**src/rtl/jtdtm_pkg.sv**
```systemverilog
// Shared types, codes and the TAP transition function of the JTAG debug transport.
`timescale 1ns / 1ps
`default_nettype none

package jtdtm_pkg;

    localparam int ADDR_BITS_DEF = 6;
    localparam int IR_W          = 5;
    localparam int REQ_ADDR_W    = 6;
    localparam int DATA_W        = 32;
    localparam int ID_LEN        = 32;
    localparam int IDLE_W        = 8;
    localparam int CFG_IDX_W     = 1;
    localparam int IN_TDATA_W    = 40;
    localparam int OUT_TDATA_W   = 48;

    localparam logic [IR_W-1:0] IR_IDCODE = 5'h01;
    localparam logic [IR_W-1:0] IR_DTMCS  = 5'h10;
    localparam logic [IR_W-1:0] IR_DMI    = 5'h11;
    localparam logic [IR_W-1:0] IR_BYPASS = 5'h1f;

    localparam logic [CFG_IDX_W-1:0] CFG_ID_CODE   = 1'b0;
    localparam logic [CFG_IDX_W-1:0] CFG_IDLE_NEED = 1'b1;

    localparam int DTMCS_DMIRESET_BIT  = 16;
    localparam int DTMCS_HARDRESET_BIT = 17;

    typedef enum logic [3:0] {
        TAP_TLR, TAP_RTI, TAP_SEL_DR, TAP_CAP_DR, TAP_SH_DR, TAP_EX1_DR, TAP_PA_DR,
        TAP_EX2_DR, TAP_UPD_DR, TAP_SEL_IR, TAP_CAP_IR, TAP_SH_IR, TAP_EX1_IR,
        TAP_PA_IR, TAP_EX2_IR, TAP_UPD_IR
    } tap_state_t;

    typedef enum logic [1:0] {
        PEND_NONE  = 2'd0,
        PEND_READ  = 2'd1,
        PEND_WRITE = 2'd2
    } pend_t;

    // What the current word does to the TAP.
    typedef struct packed {
        logic rise;   // TCK rising: shift and transition
        logic fall;   // any other pin sample: falling-edge actions
        logic resp;   // debug module response word
    } step_t;

    typedef struct packed {
        logic [DATA_W-1:0]     req_wdata;
        logic [REQ_ADDR_W-1:0] req_address;
        logic                  req_write;
        logic                  req_valid;
        logic                  idle_tick;
        logic                  tdo;
    } res_t;

    function automatic tap_state_t tap_next(input tap_state_t st, input logic tms);
        tap_state_t nx;
        nx = TAP_TLR;
        unique case (st)
            TAP_TLR:    nx = tms ? TAP_TLR    : TAP_RTI;
            TAP_RTI:    nx = tms ? TAP_SEL_DR : TAP_RTI;
            TAP_SEL_DR: nx = tms ? TAP_SEL_IR : TAP_CAP_DR;
            TAP_CAP_DR: nx = tms ? TAP_EX1_DR : TAP_SH_DR;
            TAP_SH_DR:  nx = tms ? TAP_EX1_DR : TAP_SH_DR;
            TAP_EX1_DR: nx = tms ? TAP_UPD_DR : TAP_PA_DR;
            TAP_PA_DR:  nx = tms ? TAP_EX2_DR : TAP_PA_DR;
            TAP_EX2_DR: nx = tms ? TAP_UPD_DR : TAP_SH_DR;
            TAP_UPD_DR: nx = tms ? TAP_SEL_DR : TAP_RTI;
            TAP_SEL_IR: nx = tms ? TAP_TLR    : TAP_CAP_IR;
            TAP_CAP_IR: nx = tms ? TAP_EX1_IR : TAP_SH_IR;
            TAP_SH_IR:  nx = tms ? TAP_EX1_IR : TAP_SH_IR;
            TAP_EX1_IR: nx = tms ? TAP_UPD_IR : TAP_PA_IR;
            TAP_PA_IR:  nx = tms ? TAP_EX2_IR : TAP_PA_IR;
            TAP_EX2_IR: nx = tms ? TAP_UPD_IR : TAP_SH_IR;
            TAP_UPD_IR: nx = tms ? TAP_SEL_DR : TAP_RTI;
            default:    nx = TAP_TLR;
        endcase
        return nx;
    endfunction

endpackage

`default_nettype wire

```
**src/rtl/jtdtm_tap.sv**
```systemverilog
// TAP controller state register, held pin levels and edge decode.
`timescale 1ns / 1ps
`default_nettype none

module jtdtm_tap (
    input  wire                     aclk,
    input  wire                     aresetn,
    input  wire                     advance,
    input  wire                     op,
    input  wire                     tck,
    input  wire                     tms,
    input  wire                     tdi,
    input  wire                     hard_rst,
    output jtdtm_pkg::tap_state_t   tap_state,
    output jtdtm_pkg::step_t        step,
    output logic                    last_tdi
);
    import jtdtm_pkg::*;

    tap_state_t state_reg, state_next;
    logic       last_tck_reg, last_tms_reg, last_tdi_reg;
    logic       pin;

    // Next state: rising TCK steps on the last TMS; a hard reset gives TLR.
    always_comb begin
        state_next = state_reg;
        if (step.rise) begin
            state_next = tap_next(state_reg, last_tms_reg);
        end else if (hard_rst) begin
            state_next = TAP_TLR;
        end
    end

    // Outputs: classify the word being processed.
    always_comb begin
        pin       = advance && !op;
        step.rise = pin && !last_tck_reg && tck;
        step.fall = pin && !(!last_tck_reg && tck);
        step.resp = advance && op;
    end

    always_ff @(posedge aclk) begin
        if (!aresetn) begin
            state_reg    <= TAP_TLR;
            last_tck_reg <= 1'b0;
            last_tms_reg <= 1'b0;
            last_tdi_reg <= 1'b0;
        end else begin
            state_reg <= state_next;
            if (pin) begin
                last_tck_reg <= tck;
                last_tms_reg <= tms;
                last_tdi_reg <= tdi;
            end
        end
    end

    assign tap_state = state_reg;
    assign last_tdi  = last_tdi_reg;

endmodule

`default_nettype wire

```
**src/rtl/jtdtm_core.sv**
```systemverilog
// Instruction, shift, DMI and status registers with capture, shift and update.
`timescale 1ns / 1ps
`default_nettype none

module jtdtm_core #(
    parameter int ADDR_BITS = jtdtm_pkg::ADDR_BITS_DEF
) (
    input  wire                                  aclk,
    input  wire                                  aresetn,
    input  jtdtm_pkg::step_t                     step,
    input  jtdtm_pkg::tap_state_t                tap_state,
    input  wire                                  last_tdi,
    input  wire  [jtdtm_pkg::DATA_W-1:0]         resp_data,
    input  wire                                  resp_ok,
    input  wire  [jtdtm_pkg::DATA_W-1:0]         id_code,
    input  wire  [jtdtm_pkg::IDLE_W-1:0]         idle_need,
    output logic                                 hard_rst,
    output jtdtm_pkg::res_t                      res
);
    import jtdtm_pkg::*;

    localparam int DMI_LEN = ADDR_BITS + 34;
    localparam int LEN_W   = $clog2(DMI_LEN + 1);
    localparam logic [DMI_LEN-1:0] DTMCS_VAL = DMI_LEN'((ADDR_BITS % 64) * 16 + 1);
    localparam logic [1:0] ST_OK   = 2'd0;
    localparam logic [1:0] ST_FAIL = 2'd2;
    localparam logic [1:0] ST_BUSY = 2'd3;

    logic [IR_W-1:0]    instr_reg, instr_next;
    logic [DMI_LEN-1:0] shift_reg, shift_next;
    logic [LEN_W-1:0]   len_reg, len_next;
    logic [DMI_LEN-1:0] dmi_reg, dmi_next;
    logic               bypass_reg, bypass_next;
    logic               stuck_reg, stuck_next;
    logic [IDLE_W-1:0]  idle_reg, idle_next;
    logic               tdo_reg, tdo_next;
    pend_t              pend_reg, pend_next;

    logic [DMI_LEN-1:0]            shifted;
    logic [DMI_LEN+REQ_ADDR_W-1:0] shift_ext;
    logic                          dmi_busy;

    assign shift_ext = {{REQ_ADDR_W{1'b0}}, shift_reg};
    assign dmi_busy  = (idle_reg != '0) || stuck_reg || (pend_reg != PEND_NONE);

    // Shift right and drop the held TDI into the top bit of the selected length.
    always_comb begin
        shifted = shift_reg >> 1;
        for (int i = 0; i < DMI_LEN; i++) begin
            if (len_reg == LEN_W'(i + 1)) begin
                shifted[i] = last_tdi;
            end
        end
    end

    always_comb begin
        instr_next  = instr_reg;
        shift_next  = shift_reg;
        len_next    = len_reg;
        dmi_next    = dmi_reg;
        bypass_next = bypass_reg;
        stuck_next  = stuck_reg;
        idle_next   = idle_reg;
        tdo_next    = tdo_reg;
        pend_next   = pend_reg;
        hard_rst    = 1'b0;
        res         = '0;

        if (step.rise) begin
            if (tap_state == TAP_SH_DR) begin
                shift_next = shifted;
            end else if (tap_state == TAP_SH_IR) begin
                instr_next = {last_tdi, instr_reg[IR_W-1:1]};
            end
        end else if (step.fall) begin
            unique case (tap_state)
                TAP_RTI: begin
                    if (idle_reg != '0) begin
                        idle_next = idle_reg - 1'b1;
                    end
                    res.idle_tick = 1'b1;
                end
                TAP_TLR: begin
                    instr_next = IR_IDCODE;
                end
                TAP_CAP_DR: begin
                    unique case (instr_reg)
                        IR_IDCODE: begin
                            shift_next = DMI_LEN'(id_code);
                            len_next   = LEN_W'(ID_LEN);
                        end
                        IR_DTMCS: begin
                            shift_next = DTMCS_VAL;
                            len_next   = LEN_W'(ID_LEN);
                        end
                        IR_DMI: begin
                            if (dmi_busy) begin
                                shift_next = DMI_LEN'(ST_BUSY);
                                stuck_next = 1'b1;
                            end else begin
                                shift_next = dmi_reg;
                            end
                            len_next = LEN_W'(DMI_LEN);
                        end
                        IR_BYPASS: begin
                            shift_next = DMI_LEN'(bypass_reg);
                            len_next   = LEN_W'(1);
                        end
                        default: ;
                    endcase
                end
                TAP_SH_DR: begin
                    tdo_next = shift_reg[0];
                end
                TAP_UPD_DR: begin
                    if (instr_reg == IR_DTMCS) begin
                        if (shift_reg[DTMCS_DMIRESET_BIT]) begin
                            stuck_next = 1'b0;
                        end
                        if (shift_reg[DTMCS_HARDRESET_BIT]) begin
                            hard_rst   = 1'b1;
                            stuck_next = 1'b0;
                            idle_next  = '0;
                            dmi_next   = '0;
                            pend_next  = PEND_NONE;
                        end
                    end else if (instr_reg == IR_BYPASS) begin
                        bypass_next = shift_reg[0];
                    end else if (instr_reg == IR_DMI && !stuck_reg &&
                                 pend_reg == PEND_NONE) begin
                        dmi_next = shift_reg;
                        if (shift_reg[1:0] == PEND_READ || shift_reg[1:0] == PEND_WRITE) begin
                            pend_next       = pend_t'(shift_reg[1:0]);
                            res.req_valid   = 1'b1;
                            res.req_write   = (shift_reg[1:0] == PEND_WRITE);
                            res.req_address = shift_ext[34 +: REQ_ADDR_W];
                            if (shift_reg[1:0] == PEND_WRITE) begin
                                res.req_wdata = shift_reg[2 +: DATA_W];
                            end
                        end else begin
                            dmi_next[1:0] = ST_OK;
                        end
                        idle_next = idle_need;
                    end
                end
                TAP_SH_IR: begin
                    tdo_next = instr_reg[0];
                end
                default: ;
            endcase
        end else if (step.resp) begin
            if (pend_reg != PEND_NONE) begin
                if (!resp_ok) begin
                    dmi_next[1:0] = ST_FAIL;
                end else begin
                    if (pend_reg == PEND_READ) begin
                        dmi_next[2 +: DATA_W] = resp_data;
                    end
                    dmi_next[1:0] = ST_OK;
                end
                pend_next = PEND_NONE;
            end
        end

        res.tdo = tdo_next;
    end

    always_ff @(posedge aclk) begin
        if (!aresetn) begin
            instr_reg  <= IR_IDCODE;
            shift_reg  <= '0;
            len_reg    <= '0;
            dmi_reg    <= '0;
            bypass_reg <= 1'b0;
            stuck_reg  <= 1'b0;
            idle_reg   <= '0;
            tdo_reg    <= 1'b0;
            pend_reg   <= PEND_NONE;
        end else begin
            instr_reg  <= instr_next;
            shift_reg  <= shift_next;
            len_reg    <= len_next;
            dmi_reg    <= dmi_next;
            bypass_reg <= bypass_next;
            stuck_reg  <= stuck_next;
            idle_reg   <= idle_next;
            tdo_reg    <= tdo_next;
            pend_reg   <= pend_next;
        end
    end

endmodule

`default_nettype wire

```
**src/rtl/jtag_debug_transport_module_unit.sv**
```systemverilog
// Top level of the JTAG debug transport: stream channels, configuration and staging registers.
`timescale 1ns / 1ps
`default_nettype none

// The block models a JTAG TAP carrying a debug transport module. Each input
// word is either a pin sample (s_tuser = 0: TCK, TMS, TDI levels) or a
// debug module response to the request last issued (s_tuser = 1). A rising
// TCK shifts the selected register and steps the TAP on the TMS and TDI held
// from the previous sample; any other sample runs the falling-edge actions.
// Every input word produces exactly one result word carrying TDO, an idle
// tick and, on a DMI update, a read or write request to the debug module.
//
// Input words land in an input register; the TAP and register update runs
// combinationally from there into the result register, so each word passes
// the input register and then the result register. One word per cycle is
// sustained while the receiver takes results. When the receiver stalls, the
// result holds and s_tready falls once the input register holds a word.
// The cfg channel is always ready and writes id_code (index 0) or
// idle_cycles_needed (index 1); write it only while the block is idle.
// The synchronous reset puts the TAP in Test-Logic-Reset with IDCODE
// selected, clears all DTM state and restores the register defaults.
module jtag_debug_transport_module_unit #(
    parameter int ADDR_BITS = jtdtm_pkg::ADDR_BITS_DEF
) (
    input  wire                                   aclk,
    input  wire                                   aresetn,
    // Input channel.
    input  wire                                   s_tvalid,
    output logic                                  s_tready,
    // tdata from bit 0: tck, tms, tdi, resp_data[31:0], resp_ok, zero fill.
    input  wire  [jtdtm_pkg::IN_TDATA_W-1:0]      s_tdata,
    // tuser: op (0 pin sample, 1 debug module response).
    input  wire                                   s_tuser,
    // Result channel.
    output logic                                  m_tvalid,
    input  wire                                   m_tready,
    // tdata from bit 0: tdo, idle_tick, req_valid, req_write,
    // req_address[5:0], req_wdata[31:0], zero fill.
    output logic [jtdtm_pkg::OUT_TDATA_W-1:0]     m_tdata,
    // Configuration write channel.
    input  wire                                   cfg_valid,
    output logic                                  cfg_ready,
    input  wire  [jtdtm_pkg::CFG_IDX_W-1:0]       cfg_index,
    input  wire  [jtdtm_pkg::DATA_W-1:0]          cfg_data
);
    import jtdtm_pkg::*;

    localparam int RES_W = $bits(res_t);

    logic                  in_vld_reg;
    logic                  in_op_reg;
    logic [35:0]           in_data_reg;
    logic                  out_vld_reg;
    res_t                  out_res_reg;
    logic [DATA_W-1:0]     id_code_reg;
    logic [IDLE_W-1:0]     idle_need_reg;

    logic                  advance;
    logic                  hard_rst;
    tap_state_t            tap_state;
    step_t                 step;
    logic                  last_tdi;
    res_t                  res;

    // The held word is processed whenever the result register can take it.
    assign advance   = in_vld_reg && (!out_vld_reg || m_tready);
    assign s_tready  = !in_vld_reg || advance;
    assign cfg_ready = 1'b1;
    assign m_tvalid  = out_vld_reg;
    assign m_tdata   = {{(OUT_TDATA_W - RES_W){1'b0}}, out_res_reg};

    always_ff @(posedge aclk) begin
        if (!aresetn) begin
            in_vld_reg    <= 1'b0;
            out_vld_reg   <= 1'b0;
            id_code_reg   <= DATA_W'(1);
            idle_need_reg <= '0;
        end else begin
            if (s_tready) begin
                in_vld_reg <= s_tvalid;
            end
            if (advance) begin
                out_vld_reg <= 1'b1;
            end else if (m_tready) begin
                out_vld_reg <= 1'b0;
            end
            if (cfg_valid) begin
                unique case (cfg_index)
                    CFG_ID_CODE:   id_code_reg   <= cfg_data;
                    CFG_IDLE_NEED: idle_need_reg <= cfg_data[IDLE_W-1:0];
                    default: ;
                endcase
            end
        end
    end

    // Payload registers need no reset.
    always_ff @(posedge aclk) begin
        if (s_tready && s_tvalid) begin
            in_op_reg   <= s_tuser;
            in_data_reg <= s_tdata[35:0];
        end
        if (advance) begin
            out_res_reg <= res;
        end
    end

    jtdtm_tap u_tap (
        .aclk      (aclk),
        .aresetn   (aresetn),
        .advance   (advance),
        .op        (in_op_reg),
        .tck       (in_data_reg[0]),
        .tms       (in_data_reg[1]),
        .tdi       (in_data_reg[2]),
        .hard_rst  (hard_rst),
        .tap_state (tap_state),
        .step      (step),
        .last_tdi  (last_tdi)
    );

    jtdtm_core #(
        .ADDR_BITS (ADDR_BITS)
    ) u_core (
        .aclk      (aclk),
        .aresetn   (aresetn),
        .step      (step),
        .tap_state (tap_state),
        .last_tdi  (last_tdi),
        .resp_data (in_data_reg[34:3]),
        .resp_ok   (in_data_reg[35]),
        .id_code   (id_code_reg),
        .idle_need (idle_need_reg),
        .hard_rst  (hard_rst),
        .res       (res)
    );

endmodule

`default_nettype wire
```
**config.mk**
```make
export PLATFORM = sky130hd
export DESIGN_NAME = jtag_debug_transport_module_unit
export DESIGN_NICKNAME = d
export VERILOG_FILES = /design/src/rtl/jtdtm_pkg.sv /design/src/rtl/jtdtm_tap.sv /design/src/rtl/jtdtm_core.sv /design/src/rtl/jtag_debug_transport_module_unit.sv
export SDC_FILE = /design/constraint.sdc
export NUM_CORES = 1
export LEC_CHECK = 0
export CORE_UTILIZATION = 60
export CTS_BUF_LIST = sky130_fd_sc_hd__clkbuf_2 sky130_fd_sc_hd__clkbuf_4 sky130_fd_sc_hd__clkbuf_8
export DETAILED_ROUTE_END_ITERATION = 10
export DONT_BUFFER_PORTS = 1
export HOLD_SLACK_MARGIN = 0.02
export PLACE_DENSITY = 0.78
export SKIP_LAST_GASP = 1
export SLEW_MARGIN = 20
export SYNTH_ARGS = -nofsm -noshare
export SYNTH_HDL_FRONTEND = slang
export SYNTH_SLANG_ARGS = --single-unit
export TNS_END_PERCENT = 20
```
**constraint.sdc**
```tcl
create_clock -name aclk -period 5.3 [get_ports aclk]
set_input_delay 0.53 -clock aclk [delete_from_list [all_inputs] [get_ports aclk]]
set_output_delay 0.53 -clock aclk [all_outputs]
set_load 0.005 [all_outputs]
```
==> reports/results.txt, run 1 <==
overall power: 3.606 mW
Post-Route Setup TNS: 0 ns
main flop type after synthesis: dfxtp_1
mapped cell area: 9965 µm²
Cells after Synth: 1000
simple-gate share of the synthesized area: 21.33%
Die ar.: 17130 µm²
EDFF count, synth: 79
Synth area leaders: dfxtp_1 30%, edfxtp_1 24%, nand2_1 5.3%
initial antenna violation count: 0
mux cell area share after synthesis: 1.808%
DRT Wirelength: 24820 µm
Worst Path Max Fanout: 32
Seq pwr share: 52.5%
WL met2: 11330 µm
chip height: 130.9 µm
Int Power: 2.802 mW
H-tree depth: 2
post-route ant nets: 0
Total Routing Usage GR: 29.24%
total CTS buffers: 37
max reg flops: 42
later-pin clock latency in the skew report: 0.53 ns
WHS: 0.1004 ns
Placer Congestion: 0.8466
Final period util: 62.95%
vias: 7831
gr ovfl total: 0
main combinational cell family by area after synthesis: simple AND/OR/NAND/NOR gates
wire per inst: 20.56 µm
complex-gate fraction of the synthesized area: 17.11%
Lkg Pwr: 3.745 nW
syn_area_per_cell: 9.965 µm²
final worst path period need: 3.336 ns
RSZ-0062 raised after global routing: no
Initial DRC Count: 914
highest clock rate: 0.2997 GHz
starting density of the core: 62.05%
Clock power frac: 43.9%
IO Port Bufs: 0
Min-Delay Endpoint: in_data_reg[22]$_DFFE_PP_
Final Hold Vio Count: 0
CTS Buffer Depth: 3
setup bufs post-CTS: 0
post-route clock skew: 0.02470 ns
Top Ports: 130
#FFs+latches synth: 229
hold depth: 0
Detail Route met3 WL: 2179 µm
DR top layer: met4
Max-Cap Viols: 0
area leader, netlist: dfxtp_1
HPWL after DPL: 14590 µm
adder-cell area share of the yosys netlist: 0.6278%
Post-Synth XOR/XNOR Area: 0.2637%
# rows: 46
WP data arrival: 3.80 ns
Net Sw Frac: 22.31%
critical path capture point type: register
root buffer cell: clkbuf_8
reg-to-reg slack, setup: 1.96 ns
vias per cell: 6.488
cts-stage hold buffer count: 0
CTS tree: done
drc violations: 0
Gate power share: 3.6%
YS warnings: 0
core area: 16060 µm²
asr flop ratio synth: 0%
sequential fraction of the synthesis area: 53.94%
FF-to-FF path depth: 4
Die W: 130.9 µm
worst setup path startpoint: u_tap.tap_state[3]$_SDFFE_PN0P_
vias in the first global route: 7286
top-area cell type share of the netlist area: 30.14%
First-pass DRT Iterations: 5
Final nets: 1047
share of layout cells above drive strength 1: 13.12%
critical path required time: 5.76 ns
CP Class: reg2reg
max_slew headroom: 31.92%
largest net degree at the start of global routing: 64
CTS resizes: 0
clock sink count: 229
reg2reg start: u_tap.tap_state[3]$_SDFFE_PN0P_
Min-Delay Path Class: in2reg
Startpoint Class: register
Power Dens Cells: 336.5 nW/µm²
diodes inserted: 0
WL met1: 10750 µm
global-route wire length before repair: 38960 µm
Max IR drop VDD: 0.0002649 V
Clock Pin Slew Worst Setup and Hold Paths: 0.06 ns
run status: finished clean
Hold Path Origin: s_tdata[22]
Synth cell types: 65
P_sw: 0.8047 mW
Final Setup Violations: 0
P&R area growth vs syn: 7.534%
Worst Max-Slew Pin Slew: 1.018 ns
Final Slew Violations: 0
reg2reg end: u_core.dmi_reg[32]$_SDFFE_PN0P_
layer usage:
metal,GRT usage [%],up-vias
met4,10.07,0
met1,40.02,3736
met3,6.230,52
met5,0,-
met2,45.91,426
li1,-,3617
worst max path at each step:
| stage | to | slack (ns) | cells past startpoint |
|---|---|---|---|
| floorplan | u_core.dmi_reg[10]$_SDFFE_PN0P_ | 3.24 | 8 |
| finish | u_core.dmi_reg[32]$_SDFFE_PN0P_ | 1.96 | 4 |
| global placement | u_core.dmi_reg[22]$_SDFFE_PN0P_ | 2.10 | 4 |
| detailed placement | u_core.dmi_reg[3]$_SDFFE_PN0P_ | 2.07 | 4 |
| global route | u_core.dmi_reg[30]$_SDFFE_PN0P_ | 1.80 | 4 |
| CTS | u_core.dmi_reg[5]$_SDFFE_PN0P_ | 2.04 | 4 |
power by group through the flow:
stage	clock (mW)	combinational, mW	sequential (mW)
detailed placement	0	0.126	1.93
CTS	1.60	0.127	1.89
floorplan	0	0.108	1.92
global placement	0	0.124	1.93
global route	1.68	0.140	1.90
finish	1.58	0.129	1.89
cells in the mapped netlist (27+ instances only):
| cell | count |
|---|---|
| dfxtp_1 | 150 |
| nand2_1 | 142 |
| nand3_1 | 94 |
| edfxtp_1 | 79 |
| a21oi_1 | 61 |
| clkbuf_1 | 59 |
| and2_1 | 45 |
| nor2_1 | 35 |
| and3_1 | 33 |
| o221a_2 | 32 |
| o2bb2ai_1 | 30 |
| a221oi_1 | 27 |
critical path, stage by stage (launching register included):
cell	delay (ns)
dfxtp_1	0.64
nor4b_4	0.79
and4_1	0.73
o21a_2	0.78
o221a_2	0.30
stage by stage:
| step | setup WS [ns] | utilization (%) | instances | instance area [µm²] |
|---|---|---|---|---|
| 6_report | 1.964 | 66.73 | 1207 | 10720 |
| 2_1_floorplan | 3.245 | - | 1005 | 9983 |
| 3_5_place_dp | 2.072 | 61.84 | 1140 | 9930 |
| 5_1_grt | 1.797 | 66.73 | 1207 | 10720 |
| 4_1_cts | 2.042 | 66.72 | 1207 | 10710 |
| 3_3_place_gp | 2.099 | 61.84 | 1140 | 9930 |
final cells by class:
| type | instances | area, µm² |
|---|---|---|
| clock buffers | 56 | 701.9 |
| clock inverters | 11 | 82.58 |
| fillers | 1242 | 5343 |
| inverters | 9 | 33.78 |
| multi-input cells | 674 | 4161 |
| flip-flops and latches | 229 | 5375 |
| well taps | 216 | 270.3 |
| repair buffers | 12 | 90.09 |
cells in the final DEF (no fill, tap or decap), types with 27 or more instances in the layout:
master	n
a21oi_1	61
a221oi_1	27
and2_1	44
and3_1	33
clkbuf_8	45
dfxtp_1	150
edfxtp_1	79
nand2_1	142
nand3_1	94
nor2_1	34
o221a_2	32
o2bb2ai_1	30
logic make-up (layout without fill, tap and decap cells):
| logic type | Yosys count | after routing |
|---|---|---|
| other cells | 2 | 7 |
| mux | 18 | 18 |
| compound gates | 224 | 224 |
| xor+xnor | 3 | 3 |
| buf+inv | 102 | 88 |
| flops | 229 | 229 |
| fa+ha+maj | 5 | 5 |
| simple gates | 417 | 417 |
(Power assumes the default switching activity.)
==> run 2, diff against run 1 <==
clock period = 3.1 ns   (was 5.3 ns; I/O delays follow)
==> run 2 against run 1 <==
  * Hold slack worse by 0.064 ns
  * Flip-flop and latch count did not move
  * Critical path depth grew 2
  * Largest power group unchanged
==> reports/results.txt, run 2 (same netlist as run 1, synthesis figures left out) <==
run status: finished clean
commonest non-fill, non-tap cell in the layout: dfxtp_1
Max-Cap Viols: 0
wire per inst: 20.54 µm
Die ar.: 17130 µm²
# rows: 46
starting density of the core: 62.05%
critical path required time: 3.54 ns
critical path capture point type: register
Lkg Pwr: 4.135 nW
largest net degree at the start of global routing: 62
post-route cell area: 11590 µm²
final core occ: 72.15%
RSZ-0062 raised after global routing: no
reg-to-reg slack, setup: 0.32 ns
max reg flops: 42
DRT Wirelength: 26700 µm
root buffer cell: clkbuf_8
CP Buf/Inv Count: 1
vias per cell: 6.362
First-pass DRT Iterations: 6
CTS tree: done
final worst path period need: 2.781 ns
H-tree depth: 2
Top Ports: 130
Power Dens Cells: 541.0 nW/µm²
Startpoint Class: register
HPWL after DPL: 15020 µm
Reg area: 5375 µm²
Worst Max-Slew Pin Slew: 0.9917 ns
CP delay by family, top: compound AO/OA/AOI/OAI gates
vias in the first global route: 8180
Post-Route Setup TNS: 0 ns
Hold Path Origin: m_tready
Max IR drop VDD: 0.0004167 V
fillers: 1151
overall power: 6.268 mW
Die W: 130.9 µm
slowest stage delay, CP: 0.63 ns
initial antenna violation count: 0
CP Class: reg2reg
gr ovfl total: 0
Final nets: 1139
slowest stage cell, crit path: dfxtp_1
diodes inserted: 0
commonest non-fill, non-tap cells in the layout: 150 x dfxtp_1, 142 x nand2_1, 94 x nand3_1, 79 x edfxtp_1, 75 x dlygate4sd3_1
hold depth: 3
total CTS buffers: 38
post-route clock skew: 0.02287 ns
Min-Delay Path Class: in2reg
FF-to-FF path depth: 6
P&R area growth vs syn: 16.27%
Placer Congestion: 0.8701
Final Setup Violations: 0
Final Slew Violations: 0
Total Routing Usage GR: 31.87%
placed instance area: 10030 µm²
Final period util: 89.70%
reg2reg start: u_tap.tap_state[0]$_SDFFE_PN0P_
Multi-input gate area: 4151 µm²
setup bufs post-CTS: 0
global-route wire length before repair: 42110 µm
CTS Buffer Depth: 3
clock sink count: 229
reg2reg end: u_core.shift_reg[25]$_SDFFE_PN0P_
chip height: 130.9 µm
share of layout cells above drive strength 1: 13.38%
CP cell instances: nand4bb_1 -> nor4_1 -> o21a_1 -> o21ai_2 -> buf_4 -> o2bb2ai_1
Final Hold Vio Count: 0
vias: 8270
post-route ant nets: 0
later-pin clock latency in the skew report: 0.54 ns
Worst Path Max Fanout: 14
IO Port Bufs: 0
drc violations: 0
Min-Delay Endpoint: m_tvalid$_SDFFE_PN0P_
highest clock rate: 0.3596 GHz
core area: 16060 µm²
Initial DRC Count: 965
max_slew headroom: 33.79%
Clock Pin Slew Worst Setup and Hold Paths: 0.07 ns
WP data arrival: 3.22 ns
-- run 2: how the worst max path moves through the flow --
stage | from | slack, ns | cells after the start | to
after floorplan | u_core.instr_reg[1]$_SDFFE_PN0P_ | 1.14 | 7 | m_tdata[10]$_SDFFCE_PP0N_
after global placement | u_tap.tap_state[0]$_SDFFE_PN0P_ | 0.57 | 6 | u_core.shift_reg[23]$_SDFFE_PN0P_
after detailed placement | u_tap.tap_state[0]$_SDFFE_PN0P_ | 0.48 | 6 | u_core.shift_reg[25]$_SDFFE_PN0P_
after CTS | u_tap.tap_state[0]$_SDFFE_PN0P_ | 0.43 | 6 | u_core.shift_reg[25]$_SDFFE_PN0P_
after global routing | u_tap.tap_state[0]$_SDFFE_PN0P_ | 0.22 | 6 | u_core.shift_reg[25]$_SDFFE_PN0P_
final | u_tap.tap_state[0]$_SDFFE_PN0P_ | 0.32 | 6 | u_core.shift_reg[25]$_SDFFE_PN0P_
-- run 2: area by class of cell --
type	instances	area share [%]
clock inverter	15	0.8639
inverter	9	0.2916
tap	216	2.333
timing repair buffer	103	8.467
sequential	229	46.39
multi-input combinational	674	35.83
clock buffer	54	5.821
-- run 2: metal layers --
| layer | routed length [µm] | track usage [%] | vias up |
|---|---|---|---|
| met5 | 0 | 0 | - |
| met4 | 972 | 14.87 | 0 |
| met3 | 2281 | 6.963 | 96 |
| met2 | 12460 | 51.26 | 490 |
| met1 | 10990 | 41.05 | 3891 |
| li1 | - | - | 3793 |
-- run 2: worst min-delay path, delay by kind of cell --
kind	cells	cell delay, ns
AND/OR/NAND/NOR	3	0.21
-- run 2: where the power goes --
| part | leakage, nW | internal [mW] | switching, mW |
|---|---|---|---|
| combinational | 1.77 | 0.133 | 0.195 |
| clock | 0.414 | 1.50 | 1.21 |
| sequential | 1.95 | 3.19 | 0.0468 |
-- run 2: metrics by stage --
step	cells	worst slack, ns	hold WS [ns]
after floorplan	1005	1.142	0.4089
after global placement	1155	0.5717	0.4022
after detailed placement	1155	0.4804	0.4089
after CTS	1300	0.4334	0.02430
after global routing	1300	0.2185	0.06478
final	1300	0.3192	0.03677
-- run 2: what timing repair did --
| item | 4_1_cts | 5_1_grt |
|---|---|---|
| hold buffers | 76 | 0 |
| hold endpoints to repair | 132 | 0 |
| gates resized for setup | 0 | 0 |
